===== config.mk =====
export PLATFORM = sky130hd
export DESIGN_NAME = gs_ram
export DESIGN_NICKNAME = d
export VERILOG_FILES = /design/src/hw/rtl/gs_pkg.sv /design/src/hw/rtl/gs_ram.sv
export SDC_FILE = /design/constraint.sdc
export NUM_CORES = 2
export LEC_CHECK = 0
export BUFFER_PORTS_ARGS = -buffer_cell sky130_fd_sc_hd__clkbuf_2
export CAP_MARGIN = 25
export CORE_ASPECT_RATIO = 1.4
export CORE_MARGIN = 3
export CORE_UTILIZATION = 63
export DETAILED_ROUTE_END_ITERATION = 6
export PLACE_DENSITY_LB_ADDON = 0.12
export SLEW_MARGIN = 20
export SYNTH_ARGS = -nofsm -noshare
export SYNTH_HDL_FRONTEND = slang
export SYNTH_SLANG_ARGS = --single-unit
export TNS_END_PERCENT = 50

===== constraint.sdc =====
create_clock -name clk -period 3.1 [get_ports clk]
set_input_delay 0.62 -clock clk [delete_from_list [all_inputs] [get_ports clk]]
set_output_delay 0.62 -clock clk [all_outputs]
set_load 0.1 [all_outputs]

===== src/hw/rtl/gs_pkg.sv =====
// ----------------------------------------------------------------------------
// gs_pkg
// Shared types and constants of the Gray-Scott strip engine.
// ----------------------------------------------------------------------------
package gs_pkg;

  // default sizing
  localparam int unsigned CELLS_DEF     = 256;
  localparam int unsigned FRAC_BITS_DEF = 14;

  // fixed channel field widths
  localparam int unsigned REQ_W        = 2;
  localparam int unsigned IDX_W        = 8;
  localparam int unsigned SPEED_W      = 8;
  localparam int unsigned SPEED_LEVELS = 2 ** SPEED_W;

  localparam logic [SPEED_W-1:0] SPEED_RESET   = SPEED_W'(50);
  // speed/50 > 0.55 runs two iterations per advance
  localparam logic [SPEED_W-1:0] TWO_PASS_MIN  = SPEED_W'(28);

  // model coefficients in thousandths
  localparam int unsigned MILLI         = 1000;
  localparam int unsigned F_MILLI       = 38;
  localparam int unsigned KF_MILLI      = 101;
  localparam int unsigned DT_BASE_MILLI = 900;
  localparam int unsigned DT_STEP_MILLI = 12;

  // seeded band spans center +/- BAND_HALF cells
  localparam int unsigned BAND_HALF = 6;

  typedef enum logic [REQ_W-1:0] {
    REQ_SEED    = 2'd0,
    REQ_ADVANCE = 2'd1,
    REQ_READ    = 2'd2
  } req_code_t;

endpackage


===== src/hw/rtl/gs_ram.sv =====
// ----------------------------------------------------------------------------
// gs_ram
// Simple dual-port RAM, one write and one registered read per cycle.
// ----------------------------------------------------------------------------
module gs_ram import gs_pkg::*; #(
  parameter int unsigned DEPTH = CELLS_DEF,
  parameter int unsigned W     = FRAC_BITS_DEF + 1,
  localparam int unsigned AW   = $clog2(DEPTH)
) (
  input  logic          clk,
  input  logic          we,
  input  logic [AW-1:0] waddr,
  input  logic [W-1:0]  wdata,
  input  logic [AW-1:0] raddr,
  output logic [W-1:0]  rdata
);

  logic [W-1:0] mem [DEPTH];

  always_ff @(posedge clk) begin
    if (we) begin
      mem[waddr] <= wdata;
    end
    rdata <= mem[raddr];
  end

endmodule


==> metrics.log <==
INFO  metric outcome = finished, final reports clean
INFO  metric cts_max_path_buffers = 4
INFO  metric synth_edf_count = 3840
INFO  metric chipWidth = 415.1 um
INFO  metric drive_gt1_frac = 0.3088
INFO  metric globalRouteOverflowTotal = 0
INFO  metric pin_count = 48
INFO  metric final_hold_fails = 0
INFO  metric worst_slew_pin_slew = 1.225 ns
INFO  metric totalNegativeSetupSlack = 0 ns
INFO  metric synth_compound_gate_area_share = 0.03608
INFO  metric report.power.total = 107.0 mW
INFO  metric relSlewSlack = 0.1809
INFO  metric clk-insertion-delay-late = 0.89 ns
INFO  metric synth.cell_area = 147600 um2
INFO  metric final.setup_skew = 0.03729 ns
INFO  metric leakage = 54.79 nW
INFO  metric chipHeight = 578.7 um
INFO  metric whs = 0.1507 ns
INFO  metric finalSetupViolations = 0
INFO  metric synthesis.yosys.warnings = 0
INFO  metric wl_final = 392700 um
INFO  metric endpoint_required_time_on_the_critical_path = 3.82 ns
INFO  metric grt_start_max_net_pins = 120
INFO  metric final-max-slew-violation-count = 0
INFO  metric shortest_clock_period_the_worst_path_allows_after_layout = 3.059 ns
INFO  metric clockRootBuffer = clkbuf_16
INFO  metric syn-num-nets = 6741
INFO  metric setup.worst_path.start_class = input pin
INFO  metric timing.max_cap.violations = 0
INFO  metric yosys.area_share.simple = 0.01717
INFO  metric crit_path_end_kind = flop
INFO  metric wire_length_of_the_first_global_routing_pass = 560100 um
INFO  metric mean_number_of_vias_per_cell = 6.833
INFO  metric syn-instance-count = 6708
INFO  metric cp.arrival = 3.78 ns
INFO  metric fmax = 326.9 MHz
INFO  metric dr_total_vias = 75370
INFO  metric layout.filler_cells = 13020
INFO  metric fin_nets = 7713
INFO  metric gp_congestion = 0.9126
INFO  metric muxShareOfSynthArea = 0.1465
INFO  metric critical_path_peak_fanout = 23
INFO  metric synth_most_common_cell = edfxtp_1
INFO  metric grt_use_total = 0.3308
INFO  metric fp-row-count = 209
INFO  metric finalCritPeriodShare = 0.9868
INFO  metric grt_antenna_before_repair = 31
INFO  metric timing.hold.worst.class = input pin to flop
INFO  metric floorplan.initialDensity = 0.6357
INFO  metric synth.avg_cell_area = 22.01 um2
INFO  metric cts_max_level = 5
INFO  metric synth_top_cells_by_count = edfxtp_1 (3840), mux4_2 (826), nor2_1 (292), mux2i_1 (227), a22oi_1 (222)
INFO  metric first_pass_iteration_count_of_the_detailed_router = 6
INFO  metric postRouteAntennaNets = 0
INFO  metric wl_per_cell = 35.61 um
INFO  metric placeableCoreArea = 232200 um2
INFO  metric synth_top_family_by_area = multiplexers
INFO  metric netlist-cell-type-count = 58
INFO  metric irDropWorstVdd = 0.5588 mV
INFO  metric cts_inserted_buffers = 345
INFO  metric synth_xor_area_frac = 0
INFO  metric synth-adder-area-share = 0
INFO  metric drt_first_iter_violations = 9651
INFO  metric hpwl_after_detailed_placement = 254300 um
INFO  metric ys_ff_latch = 3855
INFO  metric cts_num_sinks = 3855
INFO  metric clock_slew_at_reported_path_ffs = 0.06 ns
INFO  metric signed_area_change_from_the_synthesized_netlist_to_the_final_layout = 15.30%
INFO  metric detail_route.drc_violations = 0
INFO  metric synth_async_sr_flop_share = 0
INFO  metric placement.setup.worst_slack = -0.9373 ns
INFO  metric synth_area_leaders = edfxtp_1 (78%), mux4_2 (13%), mux2i_1 (1.5%)
INFO  metric classification_of_the_worst_setup_path = input pin to flop
INFO  metric place.port_buffers = 47
INFO  metric grt_pass1_vias = 76000
INFO  metric unrepaired_setup_endpoints_after_global_routing = false
INFO  metric yosysTopAreaCell = edfxtp_1
INFO  metric yosysSeqAreaShare = 0.7832
INFO  metric power_per_cell_area = 628.9 nW/um2
INFO  metric postLayoutSetupSlackWorst = 0.04085 ns
INFO  metric synth_largest_type_area_fraction = 0.7812
INFO  metric die-area = 240200 um2
INFO  metric final_core_utilization = 0.7329
INFO  metric postSynth.topFlopCell = edfxtp_1
INFO  metric tritoncts = yes
[layout make-up]
class,instances,area (um2),area share
clock buffer,426,9285,0.05456
multi-input combinational,2442,29650,0.1742
timing repair buffer,1033,9789,0.05752
inverter,3,11.26,0.00006616
tap,3059,3827,0.02249
antenna,18,45.04,0.0002647
sequential,3855,115600,0.6793
clock inverter,194,1976,0.01161
[timing repair]
action                                  in CTS  in global routing
resized for setup                            1                  0
endpoints found under the setup margin       1                  0
setup buffers                                0                  0
endpoints found under the hold margin        2                  0
hold buffers                                 1                  0
[path summary, 6_finish.rpt]
path                         startpoint                     end  slack (ns)  cells after the start
setup / recovery               raddr[0]        rdata[2]$_DFF_P_        0.04                     12
hold / removal                wdata[10]  mem[104][10]$_DFFE_PP_        0.15                      1
setup reg to reg  mem[11][10]$_DFFE_PP_       rdata[10]$_DFF_P_        0.37                      9
hold reg to reg   mem[91][13]$_DFFE_PP_       rdata[13]$_DFF_P_        1.15                      6
[sequential cells by signal, indices dropped and copies added (netlist names)]
register / cells
mem: 3840
rdata: 15
[report_power, final]
group	total [mW]	leakage, nW	internal, mW	switching (mW)
logic	6.40	14.6	2.35	4.05
registers	57.6	34.6	57.4	0.171
clock network	43.0	5.50	24.6	18.4
total	107	54.8	84.4	22.6
[through the flow]
step                cell area [um2]  std cells
floorplan                    147600       6708
global placement             158700      10390
global route                 170200      11020
CTS                          170100      11010
detailed placement           158900      10390
finish                       170200      11030
[placed cells by master, fill, tap and decap left out, types with 8 or more instances in the layout]
master and instances:
edfxtp_1 3840, buf_4 827, mux4_2 826, clkbuf_16 359, nor2_1 291, mux2i_1 227, a22oi_1 222, a21oi_1 164
buf_12 158, o22ai_1 100, o221ai_1 77, clkinv_1 68, nand2_1 66, mux2_2 66, clkbuf_1 62, clkinv_2 62
a221oi_1 48, o21ai_0 44, a211oi_1 40, bufinv_16 40, nor3_1 31, nand3_1 30, nor2b_1 29, clkbuf_2 27
nor4_1 25, a22o_1 21, diode_2 18, a31oi_1 16, buf_8 16, dfxtp_1 15, clkinvlp_4 14, nand4_1 12
o31ai_1 10, nor3b_1 9, nand2b_1 8
[critical path, cell delays in order]
cell	delay, ns
buf_12	0.17
buf_12	0.27
buf_12	0.22
buf_12	0.23
buf_4	0.33
mux2i_1	0.27
o221ai_1	0.14
buf_4	0.18
a21oi_1	0.33
o32ai_2	0.29
nor3_4	0.55
nor3b_1	0.10
[metal layers]
| layer | up-vias | wire length [um] | part of all wire | global-route usage |
|---|---|---|---|---|
| met4 | 18 | 27290 | 0.069 | 0.1947 |
| met2 | 4449 | 196600 | 0.50 | 0.5441 |
| met3 | 918 | 36410 | 0.093 | 0.05604 |
| li1 | 30440 | - | - | - |
| met5 | - | 123 | 0.00031 | 0 |
| met1 | 39540 | 132300 | 0.34 | 0.4238 |
[cell families after synthesis]
| kind of cell | count (synthesis) |
|---|---|
| buffers and inverters | 411 |
| AO/OA/AOI/OAI | 771 |
| flip-flops | 3855 |
| AND/OR/NAND/NOR | 552 |
| multiplexers | 1119 |
Power figures use the tool's default switching activity.
