==> config.mk <==
export PLATFORM = sky130hd
export DESIGN_NAME = gs_cell_pe
export DESIGN_NICKNAME = d
export VERILOG_FILES = /design/src/hw/rtl/gs_pkg.sv /design/src/hw/rtl/gs_cell_pe.sv
export SDC_FILE = /design/constraint.sdc
export NUM_CORES = 2
export LEC_CHECK = 0
export BUFFER_PORTS_ARGS = -buffer_cell sky130_fd_sc_hd__buf_2
export CORE_AREA = 2 2 327 329
export CTS_CLUSTER_DIAMETER = 200
export CTS_CLUSTER_SIZE = 25
export DETAILED_ROUTE_END_ITERATION = 6
export DIE_AREA = 0 0 329 331
export PLACE_DENSITY = 0.85
export SYNTH_ARGS = -nofsm -noshare
export SYNTH_HDL_FRONTEND = slang
export SYNTH_SLANG_ARGS = --single-unit
==> constraint.sdc <==
create_clock -name clk -period 16.6 [get_ports clk]
set_input_delay 3.32 -clock clk [delete_from_list [all_inputs] [get_ports clk]]
set_output_delay 3.32 -clock clk [all_outputs]
set_load 0.02 [all_outputs]
==> src/hw/rtl/gs_pkg.sv <==
// ----------------------------------------------------------------------------
// gs_pkg
// Shared types and constants of the Gray-Scott strip engine.
// ----------------------------------------------------------------------------
package gs_pkg;

  // default sizing
  localparam int unsigned CELLS_DEF     = 256;
  localparam int unsigned FRAC_BITS_DEF = 14;

  // fixed channel field widths
  localparam int unsigned REQ_W        = 2;
  localparam int unsigned IDX_W        = 8;
  localparam int unsigned SPEED_W      = 8;
  localparam int unsigned SPEED_LEVELS = 2 ** SPEED_W;

  localparam logic [SPEED_W-1:0] SPEED_RESET   = SPEED_W'(50);
  // speed/50 > 0.55 runs two iterations per advance
  localparam logic [SPEED_W-1:0] TWO_PASS_MIN  = SPEED_W'(28);

  // model coefficients in thousandths
  localparam int unsigned MILLI         = 1000;
  localparam int unsigned F_MILLI       = 38;
  localparam int unsigned KF_MILLI      = 101;
  localparam int unsigned DT_BASE_MILLI = 900;
  localparam int unsigned DT_STEP_MILLI = 12;

  // seeded band spans center +/- BAND_HALF cells
  localparam int unsigned BAND_HALF = 6;

  typedef enum logic [REQ_W-1:0] {
    REQ_SEED    = 2'd0,
    REQ_ADVANCE = 2'd1,
    REQ_READ    = 2'd2
  } req_code_t;

endpackage

==> src/hw/rtl/gs_cell_pe.sv <==
// ----------------------------------------------------------------------------
// gs_cell_pe
// Four-stage pipeline that updates one cell per cycle from its 3-cell window.
// ----------------------------------------------------------------------------
module gs_cell_pe import gs_pkg::*; #(
  parameter int unsigned FRAC_BITS = FRAC_BITS_DEF,
  parameter int unsigned AW        = $clog2(CELLS_DEF),
  localparam int unsigned VW       = FRAC_BITS + 1,
  localparam int unsigned DTW      = FRAC_BITS + 2
) (
  input  logic           clk,
  input  logic           rst,
  input  logic           in_valid,
  input  logic [AW-1:0]  in_addr,
  input  logic [VW-1:0]  u_lo,
  input  logic [VW-1:0]  u_mid,
  input  logic [VW-1:0]  u_hi,
  input  logic [VW-1:0]  v_lo,
  input  logic [VW-1:0]  v_mid,
  input  logic [VW-1:0]  v_hi,
  input  logic [DTW-1:0] dt,
  output logic           wr_en,
  output logic [AW-1:0]  wr_addr,
  output logic [VW-1:0]  wr_u,
  output logic [VW-1:0]  wr_v,
  output logic           busy
);

  localparam int unsigned LW = FRAC_BITS + 3;        // laplacian
  localparam int unsigned PW = 2 * VW;               // unsigned products
  localparam int unsigned DW = FRAC_BITS + 4;        // du, dv
  localparam int unsigned MW = DW + DTW + 1;         // du * dt
  localparam longint ONE     = longint'(1) <<< FRAC_BITS;
  localparam longint F_FX    = ((longint'(F_MILLI) <<< FRAC_BITS) + MILLI / 2) / MILLI;
  localparam longint KF_FX   = ((longint'(KF_MILLI) <<< FRAC_BITS) + MILLI / 2) / MILLI;
  localparam logic [PW-1:0] HALF_P = PW'(1) << (FRAC_BITS - 1);
  localparam logic [MW-1:0] HALF_M = MW'(1) << (FRAC_BITS - 1);

  typedef logic signed [MW-1:0] m_t;

  // round to nearest, halves away from zero
  function automatic m_t rnd_m(m_t x);
    logic [MW-1:0] mag;
    logic [MW-1:0] r;
    mag = x[MW-1] ? MW'(-x) : MW'(x);
    r   = (mag + HALF_M) >> FRAC_BITS;
    return x[MW-1] ? m_t'(-r) : m_t'(r);
  endfunction

  // stage 1
  logic                 s1_valid;
  logic [AW-1:0]        s1_addr;
  logic [VW-1:0]        s1_u, s1_v;
  logic signed [LW-1:0] s1_lapu, s1_lapvh;
  logic [PW-1:0]        s1_puv, s1_pf, s1_pk;
  // stage 2
  logic                 s2_valid;
  logic [AW-1:0]        s2_addr;
  logic [VW-1:0]        s2_u, s2_v, s2_fu, s2_kv;
  logic signed [LW-1:0] s2_lapu, s2_lapvh;
  logic [PW-1:0]        s2_a;
  // stage 3
  logic                 s3_valid;
  logic [AW-1:0]        s3_addr;
  logic [VW-1:0]        s3_u, s3_v;
  logic signed [DW-1:0] s3_du, s3_dv;
  // stage 4
  logic                 s4_valid;
  logic [AW-1:0]        s4_addr;
  logic [VW-1:0]        s4_u, s4_v;
  logic signed [MW-1:0] s4_mu, s4_mv;

  logic signed [LW-1:0] lap_u, lap_v, lap_v_mag, lap_v_half;
  logic [VW-1:0]        r_uv, uvv;
  m_t                   sum_u, sum_v;

  assign lap_u = LW'(u_lo) + LW'(u_hi) - (LW'(u_mid) << 1);
  assign lap_v = LW'(v_lo) + LW'(v_hi) - (LW'(v_mid) << 1);
  assign lap_v_mag  = lap_v[LW-1] ? -lap_v : lap_v;
  assign lap_v_half = lap_v[LW-1] ? -((lap_v_mag + LW'(1)) >>> 1)
                                  : ((lap_v_mag + LW'(1)) >>> 1);

  assign r_uv = VW'((s1_puv + HALF_P) >> FRAC_BITS);
  assign uvv  = VW'((s2_a + HALF_P) >> FRAC_BITS);

  always_ff @(posedge clk) begin
    if (rst) begin
      s1_valid <= 1'b0;
      s2_valid <= 1'b0;
      s3_valid <= 1'b0;
      s4_valid <= 1'b0;
    end else begin
      s1_valid <= in_valid;
      s2_valid <= s1_valid;
      s3_valid <= s2_valid;
      s4_valid <= s3_valid;
    end
    // products and laplacians
    s1_addr  <= in_addr;
    s1_u     <= u_mid;
    s1_v     <= v_mid;
    s1_lapu  <= lap_u;
    s1_lapvh <= lap_v_half;
    s1_puv   <= PW'(u_mid) * PW'(v_mid);
    s1_pf    <= PW'(F_FX) * PW'(VW'(ONE) - u_mid);
    s1_pk    <= PW'(KF_FX) * PW'(v_mid);
    // second factor of u*v*v
    s2_addr  <= s1_addr;
    s2_u     <= s1_u;
    s2_v     <= s1_v;
    s2_lapu  <= s1_lapu;
    s2_lapvh <= s1_lapvh;
    s2_a     <= PW'(r_uv) * PW'(s1_v);
    s2_fu    <= VW'((s1_pf + HALF_P) >> FRAC_BITS);
    s2_kv    <= VW'((s1_pk + HALF_P) >> FRAC_BITS);
    // rates of change
    s3_addr  <= s2_addr;
    s3_u     <= s2_u;
    s3_v     <= s2_v;
    s3_du    <= DW'(s2_lapu) - DW'(uvv) + DW'(s2_fu);
    s3_dv    <= DW'(s2_lapvh) + DW'(uvv) - DW'(s2_kv);
    // scale by time step
    s4_addr  <= s3_addr;
    s4_u     <= s3_u;
    s4_v     <= s3_v;
    s4_mu    <= MW'(s3_du) * MW'(signed'({1'b0, dt}));
    s4_mv    <= MW'(s3_dv) * MW'(signed'({1'b0, dt}));
  end

  assign sum_u = m_t'(MW'(s4_u)) + rnd_m(s4_mu);
  assign sum_v = m_t'(MW'(s4_v)) + rnd_m(s4_mv);

  // saturate to 0 .. 1.0
  always_comb begin
    if (sum_u < 0) begin
      wr_u = '0;
    end else if (sum_u > m_t'(ONE)) begin
      wr_u = VW'(ONE);
    end else begin
      wr_u = VW'(sum_u);
    end
    if (sum_v < 0) begin
      wr_v = '0;
    end else if (sum_v > m_t'(ONE)) begin
      wr_v = VW'(ONE);
    end else begin
      wr_v = VW'(sum_v);
    end
  end

  assign wr_en   = s4_valid;
  assign wr_addr = s4_addr;
  assign busy    = s1_valid | s2_valid | s3_valid | s4_valid;

endmodule

==> impl_metrics.csv <==
group,metric,value,unit
timing,max_freq,84.0,MHz
critical_path,required,13280,ps
critical_path,critPathMaxStageDelay,670,ps
timing,tns,0,ps
detailed_routing,vias_per_cell,5.67,
final_layout,layout_common_cells,"inv_1 (1506), fa_1 (1114), nand2_1 (758)",
place,detailed_place_hpwl,122,mm
die,rows,119,
yosys,synthTopCellsByArea,"fa_1 (36%), dfxtp_1 (13%), ha_1 (12%)",
clocking,cts_tree,"done",
critical_path,crit_type,"reg2out",
die,start_util,0.597,
detailed_routing,dr.pass1.iters,6,
die,die_area,0.109,sq mm
run_status,status,"completed",
timing,period_minus_slack,11900,ps
yosys,synth-async-reset-ratio,0,
timing,finalHoldViolations,0,
clocking,clock-sinks,417,
place,portBuffers,156,
timing,period_share,0.717,
final_layout,final_layout_size_suffix_gt1_frac,0.0401,
timing,drv_slew,0,
yosys,postSynthAreaPerCell,9.07,sq um
critical_path,start_kind,"flop",
detailed_routing,wl_per_cell,18.5,um
timing,max-slew-margin-rel,0.311,
detailed_routing,wl,153,mm
detailed_routing,ant_nets,0,
final_layout,final_common_cell,"inv_1",
yosys,yosysWarnings,0,
yosys,yosysUniqueCellTypes,100,
critical_path,cp.arrival,8580,ps
place,place_congestion,0.948,
global_route,gr-total-overflow,0,
final_layout,postLayoutCellArea,0.0651,sq mm
die,fp.dieH,331,um
clocking,clock_path_buffers,3,
yosys,syn-cell-area,0.0627,sq mm
detailed_routing,num_vias,46951,
yosys,synthFlopType,"dfxtp_1",
clocking,ctsHoldBuffers,0,
clocking,post_cts_buffers,0,
timing,tightest_slew,1030,ps
global_route,grt_pass1_wl,253,mm
yosys,synth_top_cell_by_area,"fa_1",
timing,setup_viol,0,
global_route,antenna_found_initial,6,
detailed_routing,drc,0,
clocking,cts_buffers,20,
detailed_routing,drtIter0Drc,3320,
final_layout,syn2layout_area_growth,3.81,%
timing,finalClockSkew,58.3,ps
run,drv_cap,0,
yosys,ys_ff_latch,417,
min_path,hold_class,"reg2reg",
critical_path,crit_fanout,13,
timing,rsz0062_at_grt,"false",
final_layout,n_fill_cell,8346,
yosys,syn-num-nets,8758,
yosys,synth_top_cell_area_share,0.356,
critical_path,crit_path_top_delay_cell,"or4b_4",
global_route,grt_pass1_vias,51010,
clocking,h-tree-depth,1,
final_layout,nets,8733,
clocking,clkTransAtPathRegs,100,ps
yosys,synthCells,6913,
clocking,cts_resized,0,
global_route,grt_usage,0.290,
die,coreArea,0.105,sq mm
place,dpl-instance-area,0.0645,sq mm
die,top_level_ports,157,
critical_path,cp-end-kind,"primary output",
yosys,yosysSeqAreaShare,0.133,
clocking,clkLatencyLatePin,610,ps
global_route,grt_max_degree,63,
clocking,cts_root_buf,"clkbuf_16",
yosys,synth_edf_count,0,
die,die_w,329,um
synth_stat cells, types with 18 or more instances:
cell type / count
nand2b_1: 36
a21o_1: 31
nand3_1: 88
clkbuf_1: 201
a21oi_1: 154
a21boi_0: 32
nor2_1: 300
or3_1: 30
nor3_1: 94
o21ai_0: 147
fa_1: 1114
xnor2_1: 276
o31ai_1: 24
nor2b_1: 35
nand2_1: 758
xor2_1: 100
a211oi_1: 21
and3_1: 37
and2_1: 441
inv_1: 1506
ha_1: 614
o211ai_1: 18
a31oi_1: 21
nor4_1: 29
o21a_1: 39
nand4_1: 33
dfxtp_1: 417
worst paths after layout:
path / from / depth (start not counted) / slack (ps) / endpoint
worst max register to register: s1_puv[15]$_DFF_P_ / 27 / 8240 / s2_a[28]$_DFF_P_
worst min-delay path: s1_lapvh[2]$_DFF_P_ / 0 / 320 / s2_lapvh[2]$_DFF_P_
worst max-delay path: s4_mu[7]$_DFF_P_ / 29 / 4700 / wr_u[8]
worst min register to register: s1_lapvh[2]$_DFF_P_ / 0 / 320 / s2_lapvh[2]$_DFF_P_
worst max-delay path, delay by kind of cell, from the launching register on:
kind / cells / cell delay (ps)
flops: 1 / 310
simple gates: 12 / 3790
buf+inv: 1 / 190
fa+ha+maj: 2 / 720
compound gates: 12 / 2660
xor+xnor: 2 / 320
through the flow:
stage | hold WS (ps) | instances | setup WS (ps) | utilization
floorplan | 310 | 6913 | 5250 | -
global placement | 310 | 8257 | 5690 | 0.615
detailed placement | 312 | 8257 | 5420 | 0.615
CTS | 320 | 8279 | 4700 | 0.620
global route | 321 | 8279 | 3890 | 0.620
finish | 320 | 8281 | 4700 | 0.620
area by class of cell:
type	instances	area (sq um)	area share
Multi-Input combinational cell	4760	47800	0.735
Sequential cell	417	8350	0.128
Inverter	1508	5660	0.0870
Tap cell	1391	1740	0.0268
Timing Repair Buffer	181	968	0.0149
Clock buffer	20	500	0.00769
Clock inverter	2	38.8	0.000596
Antenna cell	2	5.00	0.0000769
registers in the layout, indices dropped and copies added, names as in the netlist, 13 cells and up:
signal,flops
s2_a,16
s4_v,15
s1_pf,15
s1_lapvh,17
s4_mu,35
s1_v,15
s2_fu,15
s1_pk,13
s3_v,15
s3_dv,18
s2_kv,13
s1_lapu,17
s2_lapvh,17
s2_v,15
s1_u,14
s4_mv,35
s3_du,18
s2_lapu,17
s2_u,15
s4_u,15
s3_u,15
s1_puv,16
cell families after synthesis:
logic type                 after synthesis  share of synthesized area
DFF                                    417                      0.133
adders and majority gates             1728                      0.478
muxes                                   25                    0.00415
AOI/OAI and AO/OA                      657                     0.0719
buffers and inverters                 1736                      0.104
and+or+nand+nor                       1974                      0.155
xor gates and xnor gates               376                     0.0525
metal layers:
| layer | vias to the layer above | GRT usage | part of all wire |
|---|---|---|---|
| li1 | 21212 | - | - |
| met1 | 23277 | 0.352 | 0.38 |
| met2 | 1986 | 0.518 | 0.50 |
| met3 | 476 | 0.0315 | 0.072 |
| met4 | 0 | 0.139 | 0.052 |
| met5 | - | 0 | 0 |
Power is left out: the tool's default activity adds up to more than one toggle a clock period on the data nets, which glitch-free logic cannot reach.
